`src/rtl/core/crc16_configurable_msb_first_top_defines.svh`:
```
// Assertion macros used by the CRC-16 core RTL.
`ifndef CRC16_CONFIGURABLE_MSB_FIRST_TOP_DEFINES_SVH
`define CRC16_CONFIGURABLE_MSB_FIRST_TOP_DEFINES_SVH

`ifndef SYNTHESIS
// Same-cycle implication, checked on the rising edge, off during reset.
`define CRC16_ASSERT_IMPL(lbl, clk, rst_n, ante, cons) \
	lbl: assert property (@(posedge clk) disable iff (!rst_n) (ante) |-> (cons)) \
		else $error("assertion failed");
// Next-cycle implication.
`define CRC16_ASSERT_NEXT(lbl, clk, rst_n, ante, cons) \
	lbl: assert property (@(posedge clk) disable iff (!rst_n) (ante) |=> (cons)) \
		else $error("assertion failed");
`else
`define CRC16_ASSERT_IMPL(lbl, clk, rst_n, ante, cons)
`define CRC16_ASSERT_NEXT(lbl, clk, rst_n, ante, cons)
`endif

`endif

```
`src/rtl/core/crc16_pkg.sv`:
```
// Shared types, constants and the byte-wise CRC function.
`timescale 1ns / 1ps
package crc16_pkg;

	localparam int CRC_W  = 16;
	localparam int BYTE_W = 8;
	localparam int APB_DW = 32;
	localparam int APB_AW = 4;

	localparam logic [CRC_W-1:0] CRC_TOP_BIT    = 16'h8000;
	localparam logic [CRC_W-1:0] POLY_RESET     = 16'h1021;
	localparam logic [CRC_W-1:0] INIT_RESET     = 16'hFFFF;
	localparam logic [CRC_W-1:0] MASK_RESET     = 16'hFFFF;

	typedef logic [CRC_W-1:0]  crc_t;
	typedef logic [BYTE_W-1:0] byte_t;

	// Register word index (paddr[3:2]).
	typedef enum logic [1:0] {
		REG_POLY = 2'd0,
		REG_INIT = 2'd1,
		REG_MASK = 2'd2
	} reg_idx_t;

	typedef struct packed {
		crc_t polynomial;
		crc_t init_value;
		crc_t final_mask;
	} cfg_t;

	// One byte through the MSB-first shift register: eight unrolled steps.
	function automatic crc_t crc16_byte(input crc_t crc, input byte_t data, input crc_t poly);
		crc_t c;
		c = crc ^ {data, {(CRC_W-BYTE_W){1'b0}}};
		for (int k = 0; k < BYTE_W; k++) begin
			if ((c & CRC_TOP_BIT) != '0) begin
				c = {c[CRC_W-2:0], 1'b0} ^ poly;
			end else begin
				c = {c[CRC_W-2:0], 1'b0};
			end
		end
		return c;
	endfunction

endpackage

```
`src/rtl/core/crc16_if.sv`:
```
// Valid/ready channel interfaces for message bytes and CRC results.
`timescale 1ns / 1ps
interface crc16_in_if;
	logic                   valid;
	logic                   ready;
	logic [7:0]             data_byte;
	logic                   last_byte;
	logic                   empty_message;

	modport source (output valid, output data_byte, output last_byte,
		output empty_message, input ready);
	modport sink (input valid, input data_byte, input last_byte,
		input empty_message, output ready);
endinterface

interface crc16_out_if;
	logic        valid;
	logic        ready;
	logic [15:0] crc_value;

	modport source (output valid, output crc_value, input ready);
	modport sink (input valid, input crc_value, output ready);
endinterface

```
`src/rtl/core/crc16_regs.sv`:
```
// APB-style configuration registers: polynomial, init value, final mask.
`timescale 1ns / 1ps
module crc16_regs (
	input  logic                          clk,
	input  logic                          arst_n,
	input  logic                          psel,
	input  logic                          penable,
	input  logic                          pwrite,
	input  logic [crc16_pkg::APB_AW-1:0]  paddr,
	input  logic [crc16_pkg::APB_DW-1:0]  pwdata,
	output logic [crc16_pkg::APB_DW-1:0]  prdata,
	output logic                          pready,
	output crc16_pkg::cfg_t               cfg
);
	import crc16_pkg::*;

	cfg_t     cfg_q;
	logic     wr_en;
	reg_idx_t idx;

	assign pready = 1'b1;
	assign wr_en  = psel && penable && pwrite;
	assign idx    = reg_idx_t'(paddr[APB_AW-1:2]);
	assign cfg    = cfg_q;

	always_ff @(posedge clk or negedge arst_n) begin
		if (!arst_n) begin
			cfg_q.polynomial <= POLY_RESET;
			cfg_q.init_value <= INIT_RESET;
			cfg_q.final_mask <= MASK_RESET;
		end else if (wr_en) begin
			unique case (idx)
				REG_POLY: cfg_q.polynomial <= pwdata[CRC_W-1:0];
				REG_INIT: cfg_q.init_value <= pwdata[CRC_W-1:0];
				REG_MASK: cfg_q.final_mask <= pwdata[CRC_W-1:0];
				default: ;  // unmapped word, write dropped
			endcase
		end
	end

	always_comb begin
		prdata = '0;
		unique case (idx)
			REG_POLY: prdata = {{(APB_DW-CRC_W){1'b0}}, cfg_q.polynomial};
			REG_INIT: prdata = {{(APB_DW-CRC_W){1'b0}}, cfg_q.init_value};
			REG_MASK: prdata = {{(APB_DW-CRC_W){1'b0}}, cfg_q.final_mask};
			default:  prdata = '0;
		endcase
	end

endmodule

```
`src/rtl/core/crc16_core.sv`:
```
// Input register, byte-wide CRC update and result register.
`timescale 1ns / 1ps
`include "crc16_configurable_msb_first_top_defines.svh"
module crc16_core (
	input  logic            clk,
	input  logic            arst_n,
	input  crc16_pkg::cfg_t cfg,
	crc16_in_if.sink        in_ch,
	crc16_out_if.source     out_ch
);
	import crc16_pkg::*;

	// input stage
	logic  valid_s1;
	byte_t data_s1;
	logic  last_s1;
	logic  empty_s1;

	// message state
	crc_t  crc_q;
	logic  mid_q;

	// result register
	logic  out_valid_q;
	crc_t  result_q;

	crc_t  crc_start;
	crc_t  crc_next;
	logic  emits;
	logic  out_free;
	logic  adv;
	logic  in_acc;

	assign crc_start = mid_q ? crc_q : cfg.init_value;
	assign crc_next  = crc16_byte(crc_start, data_s1, cfg.polynomial);
	assign emits     = empty_s1 || last_s1;
	assign out_free  = !out_valid_q || out_ch.ready;
	assign adv       = valid_s1 && (!emits || out_free);
	assign in_acc    = in_ch.valid && in_ch.ready;

	assign in_ch.ready      = !valid_s1 || adv;
	assign out_ch.valid     = out_valid_q;
	assign out_ch.crc_value = result_q;

	always_ff @(posedge clk or negedge arst_n) begin
		if (!arst_n) begin
			valid_s1    <= 1'b0;
			crc_q       <= '0;
			mid_q       <= 1'b0;
			out_valid_q <= 1'b0;
		end else begin
			if (in_acc) begin
				valid_s1 <= 1'b1;
			end else if (adv) begin
				valid_s1 <= 1'b0;
			end

			if (adv) begin
				if (empty_s1) begin
					mid_q <= 1'b0;  // abandons any partial message
				end else begin
					crc_q <= crc_next;
					mid_q <= !last_s1;
				end
			end

			if (adv && emits) begin
				out_valid_q <= 1'b1;
			end else if (out_ch.ready) begin
				out_valid_q <= 1'b0;
			end
		end
	end

	always_ff @(posedge clk) begin
		if (in_acc) begin
			data_s1  <= in_ch.data_byte;
			last_s1  <= in_ch.last_byte;
			empty_s1 <= in_ch.empty_message;
		end
		if (adv && emits) begin
			result_q <= empty_s1 ? ~cfg.init_value : (crc_next & cfg.final_mask);
		end
	end

	`CRC16_ASSERT_NEXT(a_accept_fills_s1, clk, arst_n, in_acc, valid_s1)
	`CRC16_ASSERT_NEXT(a_empty_result, clk, arst_n, adv && empty_s1,
		out_valid_q && (result_q == $past(~cfg.init_value)))
	`CRC16_ASSERT_NEXT(a_end_clears_mid, clk, arst_n, adv && emits, !mid_q)
	`CRC16_ASSERT_IMPL(a_stall_holds_s1, clk, arst_n,
		valid_s1 && emits && out_valid_q && !out_ch.ready, !adv)

endmodule

```
`src/rtl/core/crc16_configurable_msb_first_top.sv`:
```
// Top level of the configurable MSB-first CRC-16 engine.
`timescale 1ns / 1ps
// Configurable CRC-16, MSB first. Message bytes enter on in_ch, one beat per
// byte; a beat with last_byte set closes the message and yields one result
// beat on out_ch carrying the CRC ANDed with final_mask (an AND, not the
// customary XOR). A beat with empty_message set yields ~init_value unmasked
// and drops any message in progress. The engine takes one byte per clock
// cycle, sustained while no closing byte waits on a full output register:
// a beat is captured in an input register, then the eight polynomial steps
// run as one unrolled XOR network into the running CRC and the result
// register. A result waiting in the output register does not stop bytes
// that close no message; only a closing byte waits for it.
// Registers (APB, 32-bit words): 0x0 polynomial (reset 0x1021), 0x4
// init_value (reset 0xFFFF), 0x8 final_mask (reset 0xFFFF); write them only
// while the engine is idle. init_value is sampled at the first byte of each
// message.
module crc16_configurable_msb_first_top (
	input  logic                          clk,
	input  logic                          arst_n,
	crc16_in_if.sink                      in_ch,
	crc16_out_if.source                   out_ch,
	input  logic                          psel,
	input  logic                          penable,
	input  logic                          pwrite,
	input  logic [crc16_pkg::APB_AW-1:0]  paddr,
	input  logic [crc16_pkg::APB_DW-1:0]  pwdata,
	output logic [crc16_pkg::APB_DW-1:0]  prdata,
	output logic                          pready
);
	import crc16_pkg::*;

	cfg_t cfg;

	// config register file
	crc16_regs u_regs (
		.clk     (clk),
		.arst_n  (arst_n),
		.psel    (psel),
		.penable (penable),
		.pwrite  (pwrite),
		.paddr   (paddr),
		.pwdata  (pwdata),
		.prdata  (prdata),
		.pready  (pready),
		.cfg     (cfg)
	);

	// byte datapath
	crc16_core u_core (
		.clk    (clk),
		.arst_n (arst_n),
		.cfg    (cfg),
		.in_ch  (in_ch),
		.out_ch (out_ch)
	);

endmodule

```
`src/flat_wrapper.sv`:
```
// flat-port wrapper written by rule: the top's interface ports become plain ports
module crc16_configurable_msb_first_top_flat import crc16_pkg::*;
  (clk, arst_n, psel, penable, pwrite, paddr, pwdata, prdata, pready, in_ch_valid, in_ch_data_byte, in_ch_last_byte, in_ch_empty_message, in_ch_ready, out_ch_valid, out_ch_crc_value, out_ch_ready);
  crc16_in_if in_ch_i ();
  crc16_out_if out_ch_i ();
  input  logic clk;
  input  logic arst_n;
  input  logic psel;
  input  logic penable;
  input  logic pwrite;
  input  logic [crc16_pkg::APB_AW-1:0] paddr;
  input  logic [crc16_pkg::APB_DW-1:0] pwdata;
  output logic [crc16_pkg::APB_DW-1:0] prdata;
  output logic pready;
  input wire logic [$bits(in_ch_i.valid)-1:0] in_ch_valid;
  input wire logic [$bits(in_ch_i.data_byte)-1:0] in_ch_data_byte;
  input wire logic [$bits(in_ch_i.last_byte)-1:0] in_ch_last_byte;
  input wire logic [$bits(in_ch_i.empty_message)-1:0] in_ch_empty_message;
  output wire logic [$bits(in_ch_i.ready)-1:0] in_ch_ready;
  output wire logic [$bits(out_ch_i.valid)-1:0] out_ch_valid;
  output wire logic [$bits(out_ch_i.crc_value)-1:0] out_ch_crc_value;
  input wire logic [$bits(out_ch_i.ready)-1:0] out_ch_ready;
  assign in_ch_i.valid = in_ch_valid;
  assign in_ch_i.data_byte = in_ch_data_byte;
  assign in_ch_i.last_byte = in_ch_last_byte;
  assign in_ch_i.empty_message = in_ch_empty_message;
  assign in_ch_ready = in_ch_i.ready;
  assign out_ch_valid = out_ch_i.valid;
  assign out_ch_crc_value = out_ch_i.crc_value;
  assign out_ch_i.ready = out_ch_ready;
  crc16_configurable_msb_first_top u_core (.clk(clk), .arst_n(arst_n), .in_ch(in_ch_i), .out_ch(out_ch_i), .psel(psel), .penable(penable), .pwrite(pwrite), .paddr(paddr), .pwdata(pwdata), .prdata(prdata), .pready(pready));
endmodule
```
`config.mk`:
```
export PLATFORM = sky130hd
export DESIGN_NAME = crc16_configurable_msb_first_top_flat
export DESIGN_NICKNAME = d
export VERILOG_FILES = /design/src/rtl/core/crc16_pkg.sv /design/src/rtl/core/crc16_if.sv /design/src/rtl/core/crc16_regs.sv /design/src/rtl/core/crc16_core.sv /design/src/rtl/core/crc16_configurable_msb_first_top.sv /design/src/flat_wrapper.sv
export VERILOG_INCLUDE_DIRS = /design/src /design/src/rtl/core
export SDC_FILE = /design/constraint.sdc
export NUM_CORES = 1
export LEC_CHECK = 0
export ABC_AREA = 1
export BUFFER_PORTS_ARGS = -buffer_cell sky130_fd_sc_hd__buf_2
export CELL_PAD_IN_SITES_DETAIL_PLACEMENT = 0
export CELL_PAD_IN_SITES_GLOBAL_PLACEMENT = 2
export CORE_ASPECT_RATIO = 0.7
export CORE_UTILIZATION = 29
export CTS_BUF_LIST = sky130_fd_sc_hd__clkbuf_4 sky130_fd_sc_hd__clkbuf_8
export CTS_CLUSTER_SIZE = 10
export DETAILED_ROUTE_END_ITERATION = 10
export GPL_TIMING_DRIVEN = 0
export PLACE_DENSITY = 0.74
export SLEW_MARGIN = 40
export SYNTH_ARGS = -nofsm -noshare
export SYNTH_HDL_FRONTEND = slang
export SYNTH_SLANG_ARGS = --single-unit
```
`constraint.sdc`:
```
create_clock -name clk -period 3 [get_ports clk]
set_input_delay 0 -clock clk [delete_from_list [all_inputs] [get_ports clk]]
set_output_delay 0 -clock clk [all_outputs]
set_load 0.02 [all_outputs]
```
==> flow_metrics.env <==
export IMPL_dr_pass1_iters=5
export IMPL_fin_nets=1287
export IMPL_clockBufferDepth=2
export IMPL_grt_pass1_vias=6854
export IMPL_worst_pin_slew_ns=0.8832
export IMPL_path_clk_slew_ns=0.09
export IMPL_hold_ws_ns=0.01701
export IMPL_boundaryPins=104
export IMPL_grt_max_degree=50
export IMPL_seq_power_share_pct=18.8
export IMPL_coreArea_mm2=0.02364
export IMPL_layout_drive_gt1_share_pct=32.85
export IMPL_initial_core_util_pct=29.62
export IMPL_powerDensity_mw_per_mm2=1013
export IMPL_place_port_buffers=68
export IMPL_synthMuxAreaShare_pct=0
export IMPL_dp_hpwl_um=19180
export IMPL_vias_per_cell=4.623
export IMPL_synth_largest_area_cell="nand2_1"
export IMPL_period_minus_slack_ns=3.577
export IMPL_gp_congestion=0.8066
export IMPL_synth_area_leaders="nand2_1 (22%), dfstp_2 (13%), dfrtp_1 (11%)"
export IMPL_ir_worst_vdd_mv=0.4132
export IMPL_synth_area_mm2=0.007003
export IMPL_ys_seq_area_share_pct=35.72
export IMPL_fin_crit_sh_pct=119.2
export IMPL_cts_tree="done"
export IMPL_wl_per_cell_um=16.53
export IMPL_die_area_mm2=0.02478
export IMPL_maxSlewHeadroom_pct=41.12
export IMPL_critPathSlowestCell="dfstp_2"
export IMPL_synth_top_family_by_area="simple AND/OR/NAND/NOR gates"
export IMPL_cp_start_kind="register"
export IMPL_drc=0
export IMPL_yosys_cell_types_count=34
export IMPL_synth_top_area_share_pct=21.76
export IMPL_cts_root_buffer="clkbuf_8"
export IMPL_vias=7198
export IMPL_failed_checks="negative setup slack"
export IMPL_ys_ff_latch=93
export IMPL_postRouteAntennaNets=0
export IMPL_finalCoreUtilization_pct=41.48
export IMPL_power_net_switching_mw=4.992
export IMPL_max_stage_delay_ns=0.56
export IMPL_finalSetupViolCount=32
export IMPL_cts_sinks=93
export IMPL_grt_ovfl_total=0
export IMPL_p_leak_nw=4.716
export IMPL_grt_antenna_before_repair=0
export IMPL_maxSlewViolCount=0
export IMPL_syn_mean_instance_area_um2=6.551
export IMPL_maxCapViolCount=0
export IMPL_crit_fanout=8
export IMPL_clkPwrFrac_pct=8.8
export IMPL_synthAdderAreaFrac_pct=0
export IMPL_synth_warnings=0
export IMPL_synth_xor_area_share_pct=5.396
export IMPL_swShare_pct=50.24
export IMPL_syn_inst=1069
export IMPL_antenna_cells=0
export IMPL_grt_pass1_wl_um=39700
export IMPL_cts_made_buffers=9
export IMPL_synth_compound_area_share_pct=7.986
export IMPL_die_y_um=132.0
export IMPL_max_clock_freq_mhz=279.5
export IMPL_endpoint_kind="register"
export IMPL_min_path_type="in2async"
export IMPL_setup_slack_ns=-0.5772
export IMPL_status="complete, but fails checks"
export IMPL_power_total_mw=9.936
export IMPL_yosys_area_share_simple_pct=36.93
export IMPL_most_common_layout_cells="nand2_1 (333), inv_1 (121), o21ai_0 (71), buf_2 (70)"
export IMPL_finalHoldViolCount=0
export IMPL_insertion_delay_ns=0.38
export IMPL_rows=47
export IMPL_path_class="reg2reg"
export IMPL_p_int_mw=4.944
export IMPL_drtIter0Drc=392
export IMPL_arrival_ns=3.72
export IMPL_crit_required_ns=3.14
export IMPL_wl_um=25740
export IMPL_final_common_cell="nand2_1"
export IMPL_comb_power_share_pct=72.4
export IMPL_grt_setup_unrepaired="true"
export IMPL_skew_ns=0.007438
export IMPL_grt_total_usage_pct=21.18
export IMPL_syn_to_final_growth_pct=40.04
export IMPL_fillers=2572
export IMPL_cts_max_level=3
export IMPL_die_w_um=187.7
critical path, delay by kind of cell, from the launching register on:
kind | cells | cell delay [ns]
buffers and inverters | 8 | 0.81
and+or+nand+nor | 23 | 1.97
DFF | 1 | 0.56
power by group through the flow:
stage | combinational (mW) | clock, mW | sequential (mW)
3_3_place_gp | 4.87 | 0 | 1.87
3_5_place_dp | 4.91 | 0 | 1.87
6_report | 7.19 | 0.875 | 1.87
4_1_cts | 6.68 | 0.895 | 1.87
2_1_floorplan | 3.56 | 0 | 1.87
5_1_grt | 7.88 | 0.947 | 1.91
cells in the mapped netlist, drive strengths merged:
cell	n
and3	1
inv	146
a21oi	2
or2	2
xor2	26
nand4	3
o211ai	5
nor2	67
nand3	120
conb	2
edfxtp	26
buf	44
clkbuf	30
xnor2	15
o221ai	15
o21ai	76
nand2b	1
nand2	419
dfrtp	32
nand3b	1
dfstp	35
nor3	1
worst paths after layout:
path / startpoint / endpoint / slack [ns] / depth (start not counted)
max in group asynchronous: arst_n / u_core.u_regs.cfg[31] / 2.40 / 3
min reg2reg: u_core.u_core.crc_q[2] / u_core.u_core.crc_q[2] / 0.49 / 2
max reg2reg: u_core.u_regs.cfg[31] / u_core.u_core.out_ch.crc_value[3] / -0.58 / 31
min: arst_n / u_core.u_core.crc_q[1] / 0.02 / 2
min in group clk: paddr[3] / u_core.u_regs.cfg[16] / 0.09 / 5
max: u_core.u_regs.cfg[31] / u_core.u_core.out_ch.crc_value[3] / -0.58 / 31
per-stage QoR:
| stage | setup TNS, ns | area (um^2) | instances | setup WS [ns] |
|---|---|---|---|---|
| 2_1_floorplan | -0.1707 | 7124 | 1084 | -0.02734 |
| 3_3_place_gp | -21.51 | 7863 | 1470 | -0.8178 |
| 3_5_place_dp | -22.09 | 7896 | 1471 | -0.8461 |
| 4_1_cts | -14.27 | 9323 | 1549 | -0.5592 |
| 5_1_grt | -20.27 | 9807 | 1557 | -0.7460 |
| 6_report | -14.46 | 9807 | 1557 | -0.5772 |
flip-flops by register name (all words and copies together), names as in the netlist:
signal                          count
u_core.u_core.data_s1               8
u_core.u_core.out_ch.valid          1
u_core.u_core.mid_q                 1
u_core.u_core.crc_q                16
u_core.u_core.out_ch.crc_value     16
u_core.u_core.valid_s1              1
u_core.u_regs.cfg                  48
u_core.u_core.last_s1               1
u_core.u_core.empty_s1              1
routing by layer:
layer / track usage (%) / vias up / wire length [um]
met5: 0 / - / 0
met4: 2.394 / 0 / 172
met3: 4.472 / 11 / 1264
met2: 32.04 / 136 / 11080
met1: 31.62 / 3432 / 13230
li1: - / 3619 / -
cell families after synthesis:
group | after synthesis
flip-flops | 93
XOR/XNOR | 41
other | 2
AND/OR/NAND/NOR | 615
buffers and inverters | 220
AO/OA/AOI/OAI | 98
what timing repair did:
action,4_1_cts,5_1_grt
hold buffers,29,0
pin swaps,46,68
endpoints found under the hold margin,99,0
cloned,5,1
gates resized for setup,135,123
buffers inserted,30,10
setup endpoints to repair,32,32
cell type report:
class	count	area, um^2	area share [%]
plain buffers	71	504.2	5.142
clock buffers	13	153.9	1.569
clock inverters	3	38.79	0.3955
inverters	146	561.8	5.729
multi-input cells	771	4423	45.10
flip-flops and latches	93	2502	25.52
well taps	318	397.9	4.057
repair buffers	142	1225	12.49
(Power assumes the default switching activity.)
